**src/fwrbv_pkg.sv**
```systemverilog
// ----------------------------------------------------------------------------
// fwrbv_pkg
// shared widths, operation codes and cell control type for the value queue
// ----------------------------------------------------------------------------
package fwrbv_pkg;

   localparam int KIND_W        = 2;
   localparam int DATA_W        = 32;
   localparam int COUNT_W       = 5;
   localparam int DEPTH_DEF     = 16;
   localparam int VALUE_W_DEF   = 32;

   localparam logic [KIND_W-1:0] KIND_ENQ = 2'd0;
   localparam logic [KIND_W-1:0] KIND_DEQ = 2'd1;
   localparam logic [KIND_W-1:0] KIND_REM = 2'd2;

   // command broadcast to every cell for one accepted request
   typedef struct packed {
      logic enq;
      logic deq;
      logic rem;
   } cell_cmd_type;

endpackage

```
**src/fwrbv_req_if.sv**
```systemverilog
// ----------------------------------------------------------------------------
// fwrbv_req_if
// request channel: operation code and value, valid/ready handshake
// ----------------------------------------------------------------------------
interface fwrbv_req_if;
   logic                             valid;
   logic                             ready;
   logic [fwrbv_pkg::KIND_W-1:0]     kind;
   logic [fwrbv_pkg::DATA_W-1:0]     item_value;

   modport source (output valid, kind, item_value, input ready);
   modport sink   (input valid, kind, item_value, output ready);
endinterface

```
**src/fwrbv_rsp_if.sv**
```systemverilog
// ----------------------------------------------------------------------------
// fwrbv_rsp_if
// response channel: dequeued value, success flag and entry count
// ----------------------------------------------------------------------------
interface fwrbv_rsp_if;
   logic                              valid;
   logic                              ready;
   logic [fwrbv_pkg::DATA_W-1:0]      out_value;
   logic                              success;
   logic [fwrbv_pkg::COUNT_W-1:0]     entry_count;

   modport source (output valid, out_value, success, entry_count, input ready);
   modport sink   (input valid, out_value, success, entry_count, output ready);
endinterface

```
**src/fifo_with_remove_by_value.sv**
```systemverilog
// ----------------------------------------------------------------------------
// fifo_with_remove_by_value
// ordered queue with enqueue, dequeue and remove of the first equal entry,
// built as a row of compare-and-shift cells with slot 0 at the head
// ----------------------------------------------------------------------------
//  channel   direction  payload                              handshake
//  req       in         kind, item_value                     valid / ready
//  rsp       out        out_value, success, entry_count      valid / ready
//
//  one request per cycle while req.ready is high: every cell compares and shifts in the same cycle,
//  and the response is held in an output register
//  the first-match search ripples a found flag through the row of cells,
//  which sets the cycle length for large DEPTH
//  reset empties the queue and drops any pending response
//  req.ready stays high while the response register is empty or being taken
// ----------------------------------------------------------------------------
module fifo_with_remove_by_value #(
   parameter int DEPTH       = fwrbv_pkg::DEPTH_DEF,
   parameter int VALUE_WIDTH = fwrbv_pkg::VALUE_W_DEF
) (
   input  logic          clock,
   input  logic          reset,
   fwrbv_req_if.sink     req_chan,
   fwrbv_rsp_if.source   rsp_chan
);

   localparam int CNT_W = $clog2(DEPTH + 1);

   logic                    accept;
   fwrbv_pkg::cell_cmd_type cmd;
   logic [VALUE_WIDTH-1:0]  key;

   // valid_chain[k] is the valid flag of cell k-1
   logic [DEPTH+1:0]        valid_chain;
   logic [DEPTH:0]          found_chain;
   logic [VALUE_WIDTH-1:0]  value_chain [DEPTH+1];

   logic [CNT_W-1:0]        count_ff, count_in;
   logic                    full, empty;
   logic                    enq_ok, deq_ok, rem_ok;

   logic                          rsp_valid_ff, rsp_valid_in;
   logic [fwrbv_pkg::DATA_W-1:0]  rsp_value_ff, rsp_value_in;
   logic                          rsp_success_ff, rsp_success_in;
   logic [fwrbv_pkg::COUNT_W-1:0] rsp_count_ff, rsp_count_in;

   assign req_chan.ready = ~rsp_valid_ff | rsp_chan.ready;
   assign accept         = req_chan.valid & req_chan.ready;
   assign key            = VALUE_WIDTH'(req_chan.item_value);

   assign full  = (count_ff == CNT_W'(DEPTH));
   assign empty = (count_ff == '0);

   always_comb begin
      cmd.enq = accept && (req_chan.kind == fwrbv_pkg::KIND_ENQ) && !full;
      cmd.deq = accept && (req_chan.kind == fwrbv_pkg::KIND_DEQ) && !empty;
      cmd.rem = accept && (req_chan.kind == fwrbv_pkg::KIND_REM);
   end

   // cell 0 sees a filled slot below it, the top cell an empty one above it
   assign valid_chain[0]       = 1'b1;
   assign found_chain[0]       = 1'b0;
   assign valid_chain[DEPTH+1] = 1'b0;
   assign value_chain[DEPTH]   = '0;

   genvar g;
   generate
      for (g = 0; g < DEPTH; g++) begin : g_cell
         fwrbv_cell #(
            .VALUE_WIDTH (VALUE_WIDTH)
         ) u_cell (
            .clock      (clock),
            .reset      (reset),
            .cmd        (cmd),
            .key        (key),
            .prev_valid (valid_chain[g]),
            .next_valid (valid_chain[g+2]),
            .next_value (value_chain[g+1]),
            .found_in   (found_chain[g]),
            .valid      (valid_chain[g+1]),
            .value      (value_chain[g]),
            .found_out  (found_chain[g+1])
         );
      end
   endgenerate

   assign enq_ok = cmd.enq;
   assign deq_ok = cmd.deq;
   assign rem_ok = cmd.rem & found_chain[DEPTH];

   always_comb begin
      count_in = count_ff;
      if (enq_ok) begin
         count_in = count_ff + CNT_W'(1);
      end else if (deq_ok || rem_ok) begin
         count_in = count_ff - CNT_W'(1);
      end
   end

   always_comb begin
      rsp_valid_in   = rsp_valid_ff & ~rsp_chan.ready;
      rsp_value_in   = rsp_value_ff;
      rsp_success_in = rsp_success_ff;
      rsp_count_in   = rsp_count_ff;
      if (accept) begin
         rsp_valid_in   = 1'b1;
         rsp_value_in   = deq_ok ? fwrbv_pkg::DATA_W'(value_chain[0]) : '0;
         rsp_success_in = enq_ok | deq_ok | rem_ok;
         rsp_count_in   = fwrbv_pkg::COUNT_W'(count_in);
      end
   end

   always_ff @(posedge clock) begin
      if (reset) begin
         count_ff     <= '0;
         rsp_valid_ff <= 1'b0;
      end else begin
         count_ff     <= count_in;
         rsp_valid_ff <= rsp_valid_in;
      end
      rsp_value_ff   <= rsp_value_in;
      rsp_success_ff <= rsp_success_in;
      rsp_count_ff   <= rsp_count_in;
   end

   assign rsp_chan.valid       = rsp_valid_ff;
   assign rsp_chan.out_value   = rsp_value_ff;
   assign rsp_chan.success     = rsp_success_ff;
   assign rsp_chan.entry_count = rsp_count_ff;

endmodule

```
**src/fwrbv_cell.sv**
```systemverilog
// ----------------------------------------------------------------------------
// fwrbv_cell
// one queue slot: holds a value, compares it with the key, shifts from its
// upper neighbour when an entry at or below it is taken out
// ----------------------------------------------------------------------------
module fwrbv_cell #(
   parameter int VALUE_WIDTH = fwrbv_pkg::VALUE_W_DEF
) (
   input  logic                         clock,
   input  logic                         reset,
   input  fwrbv_pkg::cell_cmd_type      cmd,
   input  logic [VALUE_WIDTH-1:0]       key,
   input  logic                         prev_valid,
   input  logic                         next_valid,
   input  logic [VALUE_WIDTH-1:0]       next_value,
   input  logic                         found_in,
   output logic                         valid,
   output logic [VALUE_WIDTH-1:0]       value,
   output logic                         found_out
);

   logic                    valid_ff, valid_in;
   logic [VALUE_WIDTH-1:0]  value_ff, value_in;
   logic                    hit;
   logic                    shift;
   logic                    load;

   assign hit       = valid_ff && (value_ff == key);
   assign found_out = found_in | hit;
   assign shift     = cmd.deq | (cmd.rem & found_out);
   // first empty slot above a filled one is the tail
   assign load      = cmd.enq & ~valid_ff & prev_valid;

   always_comb begin
      valid_in = valid_ff;
      value_in = value_ff;
      if (shift) begin
         valid_in = next_valid;
         value_in = next_value;
      end else if (load) begin
         valid_in = 1'b1;
         value_in = key;
      end
   end

   always_ff @(posedge clock) begin
      if (reset) begin
         valid_ff <= 1'b0;
      end else begin
         valid_ff <= valid_in;
      end
      value_ff <= value_in;
   end

   assign valid = valid_ff;
   assign value = value_ff;

endmodule

```
**src/flat_wrapper.sv**
```systemverilog
// flat-port wrapper written by rule: the top's interface ports become plain ports
module fifo_with_remove_by_value_flat 
#(
   parameter int DEPTH       = fwrbv_pkg::DEPTH_DEF,
   parameter int VALUE_WIDTH = fwrbv_pkg::VALUE_W_DEF
)
  (clock, reset, req_chan_valid, req_chan_kind, req_chan_item_value, req_chan_ready, rsp_chan_valid, rsp_chan_out_value, rsp_chan_success, rsp_chan_entry_count, rsp_chan_ready);
  fwrbv_req_if req_chan_i ();
  fwrbv_rsp_if rsp_chan_i ();
  input  logic clock;
  input  logic reset;
  input wire logic [$bits(req_chan_i.valid)-1:0] req_chan_valid;
  input wire logic [$bits(req_chan_i.kind)-1:0] req_chan_kind;
  input wire logic [$bits(req_chan_i.item_value)-1:0] req_chan_item_value;
  output wire logic [$bits(req_chan_i.ready)-1:0] req_chan_ready;
  output wire logic [$bits(rsp_chan_i.valid)-1:0] rsp_chan_valid;
  output wire logic [$bits(rsp_chan_i.out_value)-1:0] rsp_chan_out_value;
  output wire logic [$bits(rsp_chan_i.success)-1:0] rsp_chan_success;
  output wire logic [$bits(rsp_chan_i.entry_count)-1:0] rsp_chan_entry_count;
  input wire logic [$bits(rsp_chan_i.ready)-1:0] rsp_chan_ready;
  assign req_chan_i.valid = req_chan_valid;
  assign req_chan_i.kind = req_chan_kind;
  assign req_chan_i.item_value = req_chan_item_value;
  assign req_chan_ready = req_chan_i.ready;
  assign rsp_chan_valid = rsp_chan_i.valid;
  assign rsp_chan_out_value = rsp_chan_i.out_value;
  assign rsp_chan_success = rsp_chan_i.success;
  assign rsp_chan_entry_count = rsp_chan_i.entry_count;
  assign rsp_chan_i.ready = rsp_chan_ready;
  fifo_with_remove_by_value #(.DEPTH(DEPTH), .VALUE_WIDTH(VALUE_WIDTH)) u_core (.clock(clock), .reset(reset), .req_chan(req_chan_i), .rsp_chan(rsp_chan_i));
endmodule
```
**config.mk**
```make
export PLATFORM = sky130hd
export DESIGN_NAME = fifo_with_remove_by_value_flat
export DESIGN_NICKNAME = d
export VERILOG_FILES = /design/src/fwrbv_pkg.sv /design/src/fwrbv_req_if.sv /design/src/fwrbv_rsp_if.sv /design/src/fifo_with_remove_by_value.sv /design/src/fwrbv_cell.sv /design/src/flat_wrapper.sv
export SDC_FILE = /design/constraint.sdc
export NUM_CORES = 1
export LEC_CHECK = 0
export ABC_AREA = 1
export BUFFER_PORTS_ARGS = -buffer_cell sky130_fd_sc_hd__clkbuf_2
export CORE_MARGIN = 2
export CORE_UTILIZATION = 60
export CTS_BUF_LIST = sky130_fd_sc_hd__clkbuf_8 sky130_fd_sc_hd__clkbuf_16
export DETAILED_ROUTE_END_ITERATION = 10
export PLACE_DENSITY = 0.77
export REMOVE_ABC_BUFFERS = 1
export SYNTH_ARGS = -nofsm -noshare
export SYNTH_HDL_FRONTEND = slang
export SYNTH_SLANG_ARGS = --single-unit
export TNS_END_PERCENT = 1
```
**constraint.sdc**
```tcl
create_clock -name clock -period 13.3 [get_ports clock]
set_input_delay 3.325 -clock clock [delete_from_list [all_inputs] [get_ports clock]]
set_output_delay 3.325 -clock clock [all_outputs]
set_load 0.005 [all_outputs]
```
======== Yosys cells after proc, flatten, opt, wreduce, memory -nomap -nowiden ========
Index checks and enable logic that the tools add are counted.
operators by class
  add/sub/neg operators ................... 2
  eq/ne operators ......................... 19
  mux-type cells .......................... 63
  bitwise logic cells ..................... 101
  reductions and logical operators ........ 42
operators with widths
  kind                   count
  $mux W32               30
  $eq A32 B32 Y1         16
  $and A1 B1 Y1          49
  $or A1 B1 Y1           34
  $mux W1                31
  $reduce_bool A2 Y1     15
  $logic_and A1 B1 Y1    21
  $not A1 Y1             18
  $mux W5                2
  $add A5 B1 Y5 const B  1
  $eq A5 B5 Y1 const B   1
  $logic_not A5 Y1       1
  $sub A5 B1 Y5 const B  1
  $eq A2 B1 Y1 const B   1
  $eq A2 B2 Y1 const B   1
  $logic_not A1 Y1       2
  $logic_not A2 Y1       1
  $reduce_or A2 Y1       1
  $logic_or A1 B1 Y1     1
word-level totals
  register bits after elaboration ......... 572
  bits of input ports ..................... 38
  logic and storage cells ................. 264

======== Longest topological paths before layout ========
  depth after elaboration ................. 21
  gate-level depth with buffers ........... 25
  mapped depth without buffers ............ 22

======== By module ========
A second synthesis with hierarchy kept.
second synthesis, totals
  cell total of the unflattened synthesis .. 4,268
  area total of the unflattened synthesis .. 34,016.4 um2
modules (own cells, without submodules)
  module                     times used  cells each  area each (um2)
  fwrbv_cell                 16          255         2,003.2
  fifo_with_remove_by_value  1           188         1,965.6

======== Worst setup path before layout ========
Ideal clock, no wire load.
  path kind ............................... input to register
  from .................................... input rsp_chan_ready
  to ...................................... register u_core.g_cell[2].u_cell.valid_ff
  arrival ................................. 8,179 ps
  required time ........................... 13,215 ps
  path slack .............................. 5,036 ps
  stages on the path ...................... 8
  buffers on the path ..................... 0
  path through ............................ inv_1 -> nand2_1 -> nand2_1 -> nor3_1 -> nand2_1 -> o311ai_0 -> o21ai_0 -> a21oi_1
between the ends
  cells in the longest elaborated chain, start to end .. 7
  elaborated cells on any way between the ends .. 13
  classes of those cells .................. mux (1); bitwise (6); reduce/logical (6)
RTL lines
  what                                 line                             source
  start, declared                      flat_wrapper.sv:20               input wire logic [$bits(rsp_chan_i.ready)-1:0] rsp_chan_ready;
  $or A1 B1 Y1 (*)                     fifo_with_remove_by_value.sv:47  assign req_chan.ready = ~rsp_valid_ff | rsp_chan.ready;
  via req_chan_ready                   flat_wrapper.sv:15               output wire logic [$bits(req_chan_i.ready)-1:0] req_chan_ready;
  $and A1 B1 Y1 (*)                    fifo_with_remove_by_value.sv:48  assign accept = req_chan.valid & req_chan.ready;
  $logic_and A1 B1 Y1 (2 in series)    fifo_with_remove_by_value.sv:55  cmd.enq = accept && (req_chan.kind == fwrbv_pkg::KIND_ENQ) && !full;
  $and A1 B1 Y1 (2 in series)          fwrbv_cell.sv:32                 assign load = cmd.enq & ~valid_ff & prev_valid;
  $reduce_bool A2 Y1 (no source line)  n/a
  end signal, assigned                 fwrbv_cell.sv:50                 valid_ff <= valid_in;
  end, declared                        fwrbv_cell.sv:22                 logic valid_ff, valid_in;
Mark *: on every way through the listed nets, which the timed path passes. The rest lies on a longest branch.
A chain may end at the register's enable or synchronous reset.

======== Worst setup path after layout ========
  from .................................... input req_chan_item_value[7]
  to ...................................... register u_core.g_cell[14].u_cell.value_ff[9], enable pin
between the ends
  cells in the longest elaborated chain, start to end .. 19
  elaborated cells on any way between the ends .. 47
  classes of those cells .................. eq/ne (15); bitwise (16); reduce/logical (16)
RTL lines
  what                                     line                source
  start, declared                          flat_wrapper.sv:14  input wire logic [$bits(req_chan_i.item_value)-1:0] req_chan_item_value;
  $eq A32 B32 Y1                           fwrbv_cell.sv:28    assign hit = valid_ff && (value_ff == key);
  $logic_and A1 B1 Y1                      fwrbv_cell.sv:28
  $or A1 B1 Y1 (13 in series)              fwrbv_cell.sv:29    assign found_out = found_in | hit;
  $or A1 B1 Y1 (*)                         fwrbv_cell.sv:29
  $and A1 B1 Y1 (*)                        fwrbv_cell.sv:30    assign shift = cmd.deq | (cmd.rem & found_out);
  $or A1 B1 Y1 (*)                         fwrbv_cell.sv:30
  $reduce_bool A2 Y1 (no source line) (*)  n/a
  end signal, assigned                     fwrbv_cell.sv:52    value_ff <= value_in;
  end, declared                            fwrbv_cell.sv:23    logic [VALUE_WIDTH-1:0] value_ff, value_in;
Mark *: on every way between the ends. The rest lies on a longest branch, timed or not.

==> out/metrics.yaml <==
worst_setup_path:
  endpoint_kind: "flip-flop"
  rr_worst_depth: 18
  crit_arrival_ns: 10.48
  path_max_fanout: 66
  crit_path_start_kind: "primary input"
  path_class: "primary input to flip-flop"
  crit_required_ns: 13.67
route:
  wire_per_inst_um: 26.2
  routed_wl_um: 104000
  first_pass_iters: 8
  drtAntennaViolNets: 0
  drc: 0
  via_count: 26300
  drt_iter0_drc: 4473
  vias_per_cell: 6.61
cells_and_area:
  area_growth_pct: 7.98
  finalCoreUtilization_pct: 65.4
  final_area_um2: 32700
  final_nets: 3288
  drive_above_1_share_pct: 10.8
global_routing:
  use_met3_pct: 12.6
  grtUsageMet1_pct: 51.1
  grt_pass1_wl_um: 154000
  grt_remaining_overflow: 0
  grt_antenna_before_repair: 4
  grt_pass1_vias: 24600
  grt_busiest_layer: "met2"
  grt_usage_pct: 39.4
  grt_max_degree: 68
  grtUsageMet2_pct: 58.0
sta:
  rsz0062_at_grt: "false"
  maxSlewViolCount: 0
  fin_crit_sh_pct: 76.0
  setup_viol: 0
  setup_tns_ns: 0
  holdWs_ns: 0.516
  final_hold_viol_count: 0
  timing.slew.headroom_pct: 27.4
  fmax_mhz: 99.0
  min_period_ns: 10.10
  clock_skew_ns: 0.0330
  tightestPinTransition_ns: 1.08
  timing.final.ws_setup_ns: 3.20
synthesis:
  synth_cell_types: 58
  synth-edff-count: 518
  yosys_register_bits: 572
  async_reset_ff_share_pct: 0
  yosys_warnings: 0
  ys.flop_type: "edfxtp_1"
  syn_area_per_cell_um2: 9.17
  ys_seq_area_share_pct: 55.0
  postSynthCellCount: 3300
  netlist_area_um2: 30200
min_path:
  hp-class: "flip-flop to flip-flop"
  hold_path_depth: 2
die:
  io_pins: 78
  rows: 82
  floorplan.initialDensity_pct: 60.5
  core-area_um2: 50000
  die_w_um: 229
  die_h_um: 229
  die_area_um2: 52200
job:
  maxCapViolCount: 0
clock_tree:
  clockBufferDepth: 3
  cts_tree: "built"
  path_clk_slew_ns: 0.06
  clockRootBuffer: "clkbuf_16"
  cts_setup_buffers: 0
  numCtsBuffers: 59
  cts_resized: 0
  clock-sinks: 572
  cts_max_level: 2
  postCtsHoldBufs: 0
  clk-insertion-delay-late_ns: 0.66
place:
  preCtsSetupSlack_ns: 2.82
  gp_congestion: 1.03
  port_buffers: 77
  placed_area_um2: 30800
  post-dp-hpwl_um: 67000
pwr:
  p_leak_nw: 11.4
  powerDensity_nw_per_um2: 131
  peakVddDrop_uv: 110
outcome:
  status: "finished clean"
[cells by family after synthesis]
family                     after synthesis  share of synthesized area, %
buffers and inverters                  455                          6.62
DFF                                    572                          55.0
AOI/OAI and AO/OA                      821                          15.9
adders and majority gates                2                        0.0827
and+or+nand+nor                       1305                          18.2
xor gates and xnor gates               145                          4.20
[layout by cell type (no fill, tap or decap), types with 4 or more instances in the layout]
cell type	n
nand2_1	895
edfxtp_1	518
o21ai_0	505
nor2_1	193
inv_1	187
xnor2_1	92
o22ai_1	87
clkbuf_2	77
clkbuf_16	60
buf_4	60
nand4_1	57
dfxtp_1	54
xor2_1	53
o21ai_1	53
nand3_1	38
nor4_1	33
inv_2	29
a22o_1	29
or2_2	27
a21oi_1	26
a211oi_1	25
a211oi_2	21
o21ai_2	19
a221oi_1	18
clkinv_1	17
nor3_1	14
clkinv_2	14
or2_1	7
o2111ai_1	7
nand2_2	7
o31ai_4	7
a22oi_1	5
a2111oi_0	4
or4_1	4
[registers in the layout, indices dropped and copies added, names as in the netlist]
register                     flops
u_core.rsp_chan.entry_count      5
u_core.rsp_chan.valid            1
u_core.rsp_chan.out_value       32
u_core.count_ff                  5
u_core.g_cell.u_cell.valid      16
u_core.g_cell.u_cell.value     512
u_core.rsp_chan.success          1
[through the flow]
step | power (mW) | instances
after detailed placement | 2.67 | 3859
after floorplan | 2.45 | 3050
after global routing | 4.38 | 3970
after CTS | 4.24 | 3970
after global placement | 2.66 | 3859
final | 4.28 | 3973
[worst max-delay path, cell delays in order]
cell	delay [ns]
clkbuf_2	0.07
buf_4	0.29
clkinv_1	0.91
buf_4	0.58
o22ai_1	0.22
nor2_1	0.07
nand2_1	0.07
nor2_1	0.05
nand3_2	0.14
nand4_4	0.65
nor2_8	0.46
nand4_4	0.65
nor2_4	0.60
nand4_4	0.75
nor2_4	0.52
nand2_2	0.06
buf_4	0.35
inv_2	0.17
o31ai_4	0.11
buf_4	0.29
[cell usage after synthesis (10+ instances only)]
cell      number  area share (%)
nand2_1      895              11
edfxtp_1     518              51
o21ai_0      506             8.4
nor2_1       193             2.4
inv_1        174             2.2
clkbuf_1     121             1.5
xnor2_1       92             2.7
o22ai_1       87             1.8
buf_2         77             1.3
nand4_1       57             1.2
dfxtp_1       54             3.6
o21ai_1       53            0.88
xor2_1        53             1.5
nand3_1       38            0.63
nor4_1        33            0.68
a22o_1        29            0.84
inv_2         28            0.35
or2_2         27            0.56
a21oi_1       26            0.43
buf_4         26            0.65
a211oi_1      25            0.62
a211oi_2      21            0.87
o21ai_2       19            0.55
a221oi_1      18            0.52
buf_1         14            0.17
nor3_1        14            0.23
buf_6         10            0.37
[metal layers]
| layer | routed length (um) | part of all wire [%] | up-vias |
|---|---|---|---|
| li1 | - | - | 11300 |
| met1 | 36700 | 35 | 12200 |
| met2 | 44600 | 43 | 2225 |
| met3 | 16100 | 15 | 473 |
| met4 | 6830 | 6.6 | 2 |
| met5 | 13 | 0.012 | - |
[power by group]
group          switching [mW]  internal, mW  total (mW)
Clock                   0.728         0.882        1.61
Combinational           0.350         0.158       0.508
Sequential             0.0895          2.07        2.16
Total                    1.17          3.11        4.28
[worst paths after layout]
check / from / end / slack [ns]
hold / removal: u_core.g_cell[11].u_cell.valid / u_core.g_cell[11].u_cell.valid / 0.52
setup / recovery: req_chan_item_value[7] / u_core.g_cell[14].u_cell.value[9] / 3.20
hold reg to reg: u_core.g_cell[11].u_cell.valid / u_core.g_cell[11].u_cell.valid / 0.52
setup reg to reg: u_core.count_ff[0] / u_core.g_cell[14].u_cell.value[9] / 5.44
[area by class of cell]
type                       instances  area (um^2)
multi-input combinational       2273        11700
inverter                         205          772
sequential                       572        16600
clock buffer                      62         1530
timing repair buffer             137          836
clock inverter                    49          302
fill                            4018        17300
tap                              672          841
antenna                            3         7.51
(Power assumes the default switching activity.)
